**src/rtl/ght_pkg.sv**
```systemverilog
// ght_pkg: shared types and constants of the generational handle table
`default_nettype none

package ght_pkg;

    // field widths
    localparam int KIND_W     = 16;
    localparam int GEN_W      = 32;
    localparam int HANDLE_W   = 64;
    localparam int OP_W       = 2;
    localparam int SLOT_OUT_W = 8;
    localparam int SLOT_W     = KIND_W + GEN_W;

    // operation codes (code 3 has no meaning and is refused)
    typedef enum logic [OP_W-1:0] {
        OP_ALLOC   = 2'd0,
        OP_LOOKUP  = 2'd1,
        OP_RELEASE = 2'd2
    } t_op;

    // result status codes
    typedef enum logic [1:0] {
        ST_OK        = 2'd0,
        ST_INVALID   = 2'd1,
        ST_FULL      = 2'd2,
        ST_NOT_FOUND = 2'd3
    } t_status;

    // controller states
    typedef enum logic [1:0] {
        S_CLEAR,
        S_IDLE,
        S_EXEC
    } t_state;

    // controller to datapath commands
    typedef struct packed {
        logic clear_en;
        logic accept;
        logic exec;
    } t_ctrl_cmd;

    // datapath to controller status
    typedef struct packed {
        logic clear_last;
        logic out_blocked;
    } t_dp_status;

endpackage

`default_nettype wire

```
**src/rtl/ght_ctrl.sv**
```systemverilog
// ght_ctrl: sequencing state machine of the generational handle table
`default_nettype none

module ght_ctrl (
    input  wire logic                i_clk,
    input  wire logic                i_rst_n,
    input  wire logic                i_in_valid,
    output      logic                o_in_ready,
    input  wire ght_pkg::t_dp_status i_status,
    output      ght_pkg::t_ctrl_cmd  o_cmd
);

    ght_pkg::t_state r_state;
    ght_pkg::t_state n_state;

    // state register
    always_ff @(posedge i_clk) begin
        if (!i_rst_n) begin
            r_state <= ght_pkg::S_CLEAR;
        end else begin
            r_state <= n_state;
        end
    end

    // next state and commands
    always_comb begin
        n_state        = r_state;
        o_cmd          = '0;
        o_in_ready     = 1'b0;
        case (r_state)
            ght_pkg::S_CLEAR: begin
                o_cmd.clear_en = 1'b1;
                if (i_status.clear_last) begin
                    n_state = ght_pkg::S_IDLE;
                end
            end
            ght_pkg::S_IDLE: begin
                o_in_ready = 1'b1;
                if (i_in_valid) begin
                    o_cmd.accept = 1'b1;
                    n_state      = ght_pkg::S_EXEC;
                end
            end
            ght_pkg::S_EXEC: begin
                // hold while the previous result still sits unread
                if (!i_status.out_blocked) begin
                    o_cmd.exec = 1'b1;
                    n_state    = ght_pkg::S_IDLE;
                end
            end
            default: begin
                n_state = ght_pkg::S_CLEAR;
            end
        endcase
    end

    // checks
    a_no_accept_in_clear: assert property (@(posedge i_clk) disable iff (!i_rst_n)
        (r_state == ght_pkg::S_CLEAR) |-> !o_in_ready)
        else $error("item taken during clearing pass");
    a_exec_follows_accept: assert property (@(posedge i_clk) disable iff (!i_rst_n)
        o_cmd.accept |=> (r_state == ght_pkg::S_EXEC))
        else $error("accepted item not executed");
    a_exec_not_blocked: assert property (@(posedge i_clk) disable iff (!i_rst_n)
        o_cmd.exec |-> !i_status.out_blocked)
        else $error("execute while result register full");

endmodule

`default_nettype wire

```
**config.mk**
```make
export PLATFORM = sky130hd
export DESIGN_NAME = ght_ctrl
export DESIGN_NICKNAME = d
export VERILOG_FILES = /design/src/rtl/ght_pkg.sv /design/src/rtl/ght_ctrl.sv
export SDC_FILE = /design/constraint.sdc
export NUM_CORES = 1
export LEC_CHECK = 0
export ABC_CLOCK_PERIOD_IN_PS = 1300
export BUFFER_PORTS_ARGS = -buffer_cell sky130_fd_sc_hd__buf_2
export CORE_AREA = 8 8 45 47
export CTS_BUF_LIST = sky130_fd_sc_hd__clkbuf_16
export DETAILED_ROUTE_END_ITERATION = 6
export DIE_AREA = 0 0 53 55
export SYNTH_ARGS = -nofsm -noshare
export SYNTH_HDL_FRONTEND = slang
export SYNTH_SLANG_ARGS = --single-unit
```
**constraint.sdc**
```tcl
create_clock -name i_clk -period 1.3 [get_ports i_clk]
set_clock_uncertainty 0.15 [all_clocks]
set_input_delay 0 -clock i_clk [delete_from_list [all_inputs] [get_ports i_clk]]
set_output_delay 0 -clock i_clk [all_outputs]
set_load 0.02 [all_outputs]
```
==> metrics.txt, run 1 <==
outcome=finished with violations; violated checks=hold timing; FF-to-FF setup slack=0.22 ns; CP Launch Type=flip-flop; CP Capture Point=o_cmd[0]; clk sink count=2; Clock Path Buffers=2; Gate power share=0.089; largest net degree at the start of global routing=8; sequential share of power=0.127; drt wl/cell=approximately 9 µm; Clock Power Share=0.784; Finished Layout Cells=41; CTS resizes=0; Die Span X=53 µm; worst-margin pin slew=approximately 0.21 ns; initial antenna violation count=0; CP Buf/Inv Count=1; Fill cells=roughly 160; ranking of synthesized cells by area=dfxtp_1, nor2b_1, nor2b_4; crit path DAT=1.09 ns; leading area contributor after synthesis=dfxtp_1; cell total after placement=36; max cap viols=0; vias in the first global route=about 120; Total GRT Usage=0.0311; Biggest register=r_state; total CTS buffers=3; fin nets=32; initial core utilization=0.0850; cell leakage power=about 0.13 nW; Rel. slew slack=0.860; critical path class=flip-flop to primary output; Register Area=40.0 µm²; num rows=14; CTS tree=yes; hold path cells=3; initial DRC count=2; fmax=0.805 GHz; Post-Syn Nets=17; grt ovf=0; final worst path period need=1.24 ns; Power Density=around 2100 mW/mm²; Clock Pin Slew Worst Setup and Hold Paths=around 0.030 ns; clock latency on the worst-skew pair=~0.22 ns; Area Growth Syn to Fin=132%; drt pass-1 iters=2; Multi-input gate area=approximately 78 µm²; R2R depth=2; Critical-path top delay cell=dfxtp_1; Synth top area share=0.340; total setup buffers inserted after CTS=0; total core area=~0.0014 mm²; WL final=roughly 360 µm; critical path endpoint category=primary output; final setup TNS=0 ns; Max H-tree Level=1; global-route wire length before repair=around 520 µm; biggest regs=r_state: 2 flops; FF-to-FF End=r_state[1]$_SDFFE_PN0P_; post-synthesis cell area=118 µm²; Worst VDD drop=about 0.43 mV; Yosys reg bits=2; GPL Wtd Cong=~0.65; CTS root buffer=clkbuf_16; CP max FO=7; FF-to-FF Start=r_state[1]$_SDFFE_PN0P_; DRC viols=0; Die H=between 50 and 60 µm; layout cells sized above 1=0.520; Stages on worst setup path=3; HP Class=input pin to flip-flop; P_int=a little under 500 µW; Final Hold Fails=1; Mean Syn Cell Area=9.80 µm²; Final Util=0.197; final slew viol count=0; Die Area=0.00292 mm²; Net Sw Frac=0.167; vias per inst=about 3.3; post-synthesis sequential area ratio=0.340; vias=136; Net Sw Power=approximately 97 µW; ANT cells=0; Synth cell types=9; Syn Inst Count=12; Ys Warns=0; max FFs per register=2; crit path cell chain=nor2b_4, nor2b_1, buf_2; final hold slack=-0.00368 ns; # IOs=9; critical path required time=between 1 and 1.5 ns; port bufs=8; DRT antenna net count=0; CP delay by family, top=flip-flops; CP peak stage delay=0.42 ns; RSZ-0062 raised after global routing=false; CP startpoint=r_state[1]$_SDFFE_PN0P_; Final Setup Violations=0; fin crit share=0.955
==> logic make-up after synthesis <==
family,share of synthesized area
compound gates,0.191
flops,0.340
simple gates,0.468
==> cells in the final DEF, fill, tap and decap left out <==
cell type      n
and3b_1        1
and3b_2        1
buf_2          8
clkbuf_16      3
dfxtp_1        2
dlygate4sd3_1  2
nor2_1         1
nor2b_1        3
nor2b_4        1
o21a_1         1
o21ai_0        1
o311a_1        1
==> repair_timing <==
action / 4_1_cts / 5_1_grt
endpoints found under the hold margin: 2 / 0
hold buffers: 2 / 0
setup endpoints to repair: 0 / 0
==> cells in the mapped netlist <==
| cell type | n |
|---|---|
| nor2_1 | 1 |
| o21a_1 | 1 |
| o311a_1 | 1 |
| and3b_2 | 1 |
| o21ai_0 | 1 |
| and3b_1 | 1 |
| nor2b_1 | 3 |
| dfxtp_1 | 2 |
| nor2b_4 | 1 |
==> per-layer routing <==
metal / part of all wire / vias up / routed length (µm) / track usage
met4: 0 / 0 / 0 / 0.0388
li1: - / 71 / - / -
met1: 0.38 / 56 / 138 / 0.0242
met2: 0.36 / 9 / 131 / 0.0293
met5: 0 / - / 0 / 0
met3: 0.26 / 0 / 94 / 0.0455
==> through the flow <==
| step | instance area, µm² | power, mW | setup slack, ns | hold slack (ns) |
|---|---|---|---|---|
| floorplan | 118 | 0.102 | 0.202 | -0.0325 |
| global placement | 178 | 0.121 | 0.244 | 0.0856 |
| detailed placement | 178 | 0.122 | 0.232 | 0.0863 |
| CTS | 273 | 0.587 | 0.0647 | 0.00817 |
| global route | 273 | 0.603 | 0.0241 | 0.00603 |
| finish | 273 | 0.581 | 0.0583 | -0.00368 |
==> power by group through the flow <==
stage / Combinational (mW) / Clock [mW] / Sequential [mW]
floorplan: 0.0291 / 0 / 0.0725
global placement: 0.0471 / 0 / 0.0741
detailed placement: 0.0475 / 0 / 0.0744
CTS: 0.0524 / 0.461 / 0.0738
global route: 0.0549 / 0.473 / 0.0749
finish: 0.0514 / 0.455 / 0.0738
==> layout make-up <==
type,count,area share
clock buffers,3,0.275
well taps,16,0.0734
repair buffers,10,0.220
multi-input cells,10,0.284
flip-flops and latches,2,0.147
==> worst min-delay path by stage <==
stage                      startpoint                      end
final                     i_status[1]  r_state[0]$_SDFFE_PN0P_
after global routing      i_status[1]  r_state[0]$_SDFFE_PN0P_
after CTS                 i_status[1]  r_state[0]$_SDFFE_PN0P_
after detailed placement      i_rst_n  r_state[1]$_SDFFE_PN0P_
after global placement        i_rst_n  r_state[1]$_SDFFE_PN0P_
after floorplan               i_rst_n  r_state[1]$_SDFFE_PN0P_
==> worst reg2reg max path, stage by stage (launching register included) <==
cell and delay (ns):
dfxtp_1 0.42, and3b_1 0.22, o21a_1 0.18
(Power assumes the default switching activity.)
==> run 2, diff against run 1 <==
--- a/config.mk
+++ b/config.mk
@@ -7,10 +7,13 @@
 export LEC_CHECK = 0
 export ABC_CLOCK_PERIOD_IN_PS = 1300
 export BUFFER_PORTS_ARGS = -buffer_cell sky130_fd_sc_hd__buf_2
+export CELL_PAD_IN_SITES_DETAIL_PLACEMENT = 0
+export CELL_PAD_IN_SITES_GLOBAL_PLACEMENT = 2
 export CORE_AREA = 8 8 45 47
 export CTS_BUF_LIST = sky130_fd_sc_hd__clkbuf_16
 export DETAILED_ROUTE_END_ITERATION = 6
 export DIE_AREA = 0 0 53 55
+export PLACE_DENSITY_LB_ADDON = 0.1
 export SYNTH_ARGS = -nofsm -noshare
 export SYNTH_HDL_FRONTEND = slang
 export SYNTH_SLANG_ARGS = --single-unit
==> run 2 against run 1 <==
Effect of this change: the flow now finishes without violations; clock-buffer cell count unchanged; largest power group unchanged; global-route usage up 0.38 points; first-iteration DRC count down 50%; utilization up 0.090 points; cell count unchanged; sequential cell count unchanged; non-clock buffer count unchanged; wire length up 8.0%; register-to-register slack better by 0.03 ns.
==> metrics.txt, run 2 (same netlist as run 1, synthesis figures left out) <==
critical path required time=1.15 ns (about the same); outcome=finished clean; total setup buffers inserted after CTS=0 (unchanged); ANT cells=0 (unchanged); routed wl met2=169 µm (+29%); most frequent cells in the layout=buf_2, nor2b_1, clkbuf_16; Rel. slew slack=0.880 (+0.0199); largest net degree at the start of global routing=8 (unchanged); Clock Pin Slew Worst Setup and Hold Paths=0.03 ns (about the same); Worst VDD drop=0.577 mV (+34%); final slew viol count=0 (unchanged); total power=586 µW (+0.89%); CP Buf/Inv Count=1 (unchanged); drt pass-1 iters=2 (unchanged); max cap viols=0 (unchanged); max FFs per register=2 (unchanged); crit path cell chain=nor2b_4, nor2b_1, buf_2; clock latency on the worst-skew pair=0.22 ns (about the same); GPL Wtd Cong=0.569 (-13%); final worst slack=0.133 ns (+0.0748 ns); CP max FO=7 (unchanged); Biggest register=r_state; fmax=0.857 GHz (+6.4%); # IOs=9 (unchanged); clk sink count=2 (unchanged); port bufs=8 (unchanged); vias=141 (+3.7%); WL final=393 µm (+8.0%); CP Launch Type=flip-flop; critical path endpoint category=primary output; Critical-path top delay cell=dfxtp_2; Final Setup Violations=0 (unchanged); vias per inst=3.44 (+3.7%); num rows=14 (unchanged); DRC viols=0 (unchanged); layout cells sized above 1=0.560 (+0.0400); CTS root buffer=clkbuf_16; cell total after placement=36 (unchanged); critical path class=flip-flop to primary output; Die Span X=53 µm (unchanged); Die Area=0.00292 mm² (unchanged); initial DRC count=1 (-1); worst-margin pin slew=0.180 ns (-0.0298 ns); fin crit share=0.898 (-0.0575); HP Class=input pin to flip-flop; WL met3=70 µm (-26%); Die H=55 µm (unchanged); fin nets=32 (unchanged); Final Hold Fails=0 (-1); final hold slack=0.00953 ns (+0.0132 ns); drt wl/cell=9.59 µm (+8.0%); Top Metal Used=met4; Max H-tree Level=1 (unchanged); CP delay by family, top=flip-flops; RSZ-0062 raised after global routing=false; commonest non-fill, non-tap cell in the layout=buf_2; Design Area, Final=274 µm² (+0.46%); initial core utilization=0.0850 (unchanged); final worst path period need=1.17 ns (-0.0748 ns); wl on met1=132 µm (-4.3%); grt ovf=0 (unchanged); global-route wire length before repair=607 µm (+17%); Final Util=0.198 (+0.000904); Finished Layout Cells=41 (unchanged); dpl cell area=178 µm² (unchanged); Total GRT Usage=0.0349 (+0.00382); CTS tree=yes; initial antenna violation count=0 (unchanged); biggest regs=r_state: 2 flops; DRT antenna net count=0 (unchanged); pre-CTS setup slack=0.221 ns (-0.0107 ns); Clock Path Buffers=2 (unchanged); CP peak stage delay=0.36 ns (-0.06 ns); vias in the first global route=148 (+20%); cell leakage power=0.131 nW (+0.34%); Area Growth Syn to Fin=133%; total CTS buffers=3 (unchanged); Power Density=2140 mW/mm² (+0.42%); total core area=0.00138 mm² (unchanged); final setup TNS=0 ns (unchanged); crit path DAT=1.02 ns (-0.07 ns)
==> run 2: cell count changes in the layout (fill, tap and decap cells not counted) <==
cell | previous run | this run
dfxtp_2 | 0 | 1
dfxtp_1 | 2 | 1
==> run 2: routing by layer <==
layer	track usage	vias up
li1	-	70
met3	0.0348	3
met2	0.0410	8
met4	0.0647	0
met1	0.0227	60
met5	0	-
==> run 2: timing repair <==
item / in CTS / in global routing
setup endpoints to repair: 0 / 1
resized for setup: 0 / 1
hold buffers: 2 / 0
endpoints found under the hold margin: 2 / 0
==> run 2: worst register-to-register path, stage by stage, from the launching register on <==
cell and delay, ns:
dfxtp_2 0.33, nor2b_4 0.13, o311a_1 0.32
==> run 2: cell type report <==
type,count,area (µm²)
repair buffers,10,60.1
flip-flops and latches,2,41.3
fillers,153,1110
well taps,16,20.0
clock buffers,3,75.1
multi-input cells,10,77.6
==> run 2: power breakdown <==
group	internal, mW	total, mW	switching [mW]
Sequential	0.0671	0.0737	0.00664
Combinational	0.0261	0.0519	0.0257
Clock	0.391	0.460	0.0689
Total	0.484	0.586	0.101
==> run 2: final timing paths <==
check | from | to | slack, ns | cells after the start
setup / recovery | r_state[1]$_SDFFE_PN0P_ | o_cmd[0] | 0.13 | 3
hold / removal | i_status[1] | r_state[0]$_SDFFE_PN0P_ | 0.01 | 3
setup reg to reg | r_state[1]$_SDFFE_PN0P_ | r_state[0]$_SDFFE_PN0P_ | 0.25 | 2
hold reg to reg | r_state[1]$_SDFFE_PN0P_ | r_state[0]$_SDFFE_PN0P_ | 0.48 | 2
==> run 3, diff against run 2 <==
--- a/config.mk
+++ b/config.mk
@@ -14,6 +14,7 @@
 export DETAILED_ROUTE_END_ITERATION = 6
 export DIE_AREA = 0 0 53 55
 export PLACE_DENSITY_LB_ADDON = 0.1
+export RECOVER_POWER = 25
 export SYNTH_ARGS = -nofsm -noshare
 export SYNTH_HDL_FRONTEND = slang
 export SYNTH_SLANG_ARGS = --single-unit
==> run 3 against run 2 <==
Effect of this change: hold slack did not move; worst setup slack barely moved; clock-buffer cell count did not move; power fell by 0.16%; largest power group unchanged; sequential cell count did not move; highest routed layer unchanged.
==> metrics.txt, run 3 (same netlist as run 1, synthesis figures left out) <==
clk sink count=2 (unchanged); # IOs=9 (unchanged); hold path endpoint=r_state[0]$_SDFFE_PN0P_; Total GRT Usage=0.0349 (unchanged); CP Launch Type=flip-flop; FF-to-FF End=r_state[0]$_SDFFE_PN0P_; cell leakage power=0.129 nW (-1.6%); critical path endpoint category=primary output; initial core utilization=0.0850 (unchanged); DRC viols=0 (unchanged); fin crit share=0.898 (about the same); num rows=14 (unchanged); commonest non-fill, non-tap cell in the layout=buf_2; largest net degree at the start of global routing=8 (unchanged); vias per inst=3.44 (unchanged); Biggest register=r_state; final setup TNS=0 ns (unchanged); vias in the first global route=148 (unchanged); CTS tree=yes; GPL Wtd Cong=0.569 (unchanged); FF-to-FF Start=r_state[1]$_SDFFE_PN0P_; Power Density=2140 mW/mm² (+0.30%); drt pass-1 iters=2 (unchanged); Max H-tree Level=1 (unchanged); fin nets=32 (unchanged); worst-margin pin slew=0.260 ns (+0.0801 ns); layout cells sized above 1=0.520 (-0.0400); initial antenna violation count=0 (unchanged); final hold slack=0.00953 ns (unchanged); total CTS buffers=3 (unchanged); port bufs=8 (unchanged); crit path DAT=1.02 ns (about the same); initial DRC count=1 (unchanged); HP Class=input pin to flip-flop; Area Growth Syn to Fin=132%; vias=141 (unchanged); hold path cells=3 (unchanged); final worst path period need=1.17 ns (-0.0000820 ns); critical path required time=1.15 ns (about the same); Die Area=0.00292 mm² (unchanged); CTS root buffer=clkbuf_16; R2R depth=2 (unchanged); ANT cells=0 (unchanged); biggest regs=r_state: 2 flops; grt ovf=0 (unchanged); WL final=395 µm (+0.51%); RSZ-0062 raised after global routing=false; Clock Path Buffers=2 (unchanged); total core area=0.00138 mm² (unchanged); max cap viols=0 (unchanged); global-route wire length before repair=607 µm (unchanged); most frequent cells in the layout=buf_2, nor2b_1, clkbuf_16; Worst VDD drop=0.577 mV (about the same); Rel. slew slack=0.827 (-0.0525); Final Setup Violations=0 (unchanged); FF-to-FF setup slack=0.25 ns (about the same); critical path class=flip-flop to primary output; Worst Min Path Start=i_status[1]; outcome=finished clean; Die H=55 µm (unchanged); Die Span X=53 µm (unchanged); drt wl/cell=9.63 µm (+0.51%); clock latency on the worst-skew pair=0.22 ns (about the same); CP max FO=7 (unchanged); DRT antenna net count=0 (unchanged); final slew viol count=0 (unchanged); Clock Pin Slew Worst Setup and Hold Paths=0.03 ns (about the same); max FFs per register=2 (unchanged); fmax=0.857 GHz (about the same); Final Hold Fails=0 (unchanged)
run 3: cell count changes in the layout (fill, tap and decap cells not counted):
cell      delta
clkbuf_1     +1
buf_2        -1
run 3: final cells by class:
cell class	count	area [µm²]
sequential	2	41.3
timing repair buffer	10	58.8
clock buffer	3	75.1
multi-input combinational	10	77.6
fill	154	1110
tap	16	20.0
run 3: critical path, cell delays in order, from the launching register on:
cell and delay [ns]:
dfxtp_2 0.36, nor2b_4 0.15, nor2b_1 0.12, buf_2 0.17
run 3: timing repair:
| item | CTS | global route |
|---|---|---|
| resized for setup | 0 | 1 |
| hold buffers | 2 | 0 |
| endpoints found under the hold margin | 2 | 0 |
| setup buffers | 0 | 0 |
| endpoints found under the setup margin | 0 | 1 |
run 3: how the worst max path moves through the flow:
stage | startpoint | end | slack (ns) | cells after the start
floorplan | r_state[1]$_SDFFE_PN0P_ | r_state[1]$_SDFFE_PN0P_ | 0.20 | 2
global placement | r_state[1]$_SDFFE_PN0P_ | r_state[0]$_SDFFE_PN0P_ | 0.20 | 2
detailed placement | r_state[1]$_SDFFE_PN0P_ | r_state[0]$_SDFFE_PN0P_ | 0.22 | 2
CTS | r_state[1]$_SDFFE_PN0P_ | o_cmd[0] | 0.04 | 3
global route | r_state[1]$_SDFFE_PN0P_ | o_cmd[0] | 0.07 | 3
finish | r_state[1]$_SDFFE_PN0P_ | o_cmd[0] | 0.13 | 3
run 3: where the power goes:
| group | total, mW | internal (mW) | switching, mW |
|---|---|---|---|
| clock network | 0.460 | 0.391 | 0.0689 |
| logic | 0.0509 | 0.0250 | 0.0259 |
| registers | 0.0737 | 0.0671 | 0.00664 |
| total | 0.585 | 0.483 | 0.101 |
run 3: routing by layer:
metal | part of all wire | up-vias | global-route usage
met3 | 0.18 | 3 | 0.0348
met1 | 0.34 | 60 | 0.0227
li1 | - | 70 | -
met5 | 0 | - | 0
met4 | 0.053 | 0 | 0.0647
met2 | 0.43 | 8 | 0.0410
run 3: through the flow:
| stage | cell area, µm² | power, mW | utilization | std cells | setup slack, ns |
|---|---|---|---|---|---|
| after detailed placement | 178 | 0.123 | 0.128 | 36 | 0.221 |
| after CTS | 273 | 0.597 | 0.197 | 41 | 0.0369 |
| after global placement | 178 | 0.125 | 0.128 | 36 | 0.204 |
| final | 273 | 0.585 | 0.197 | 41 | 0.133 |
| after floorplan | 118 | 0.102 | - | 12 | 0.202 |
| after global routing | 273 | 0.607 | 0.197 | 41 | 0.0669 |
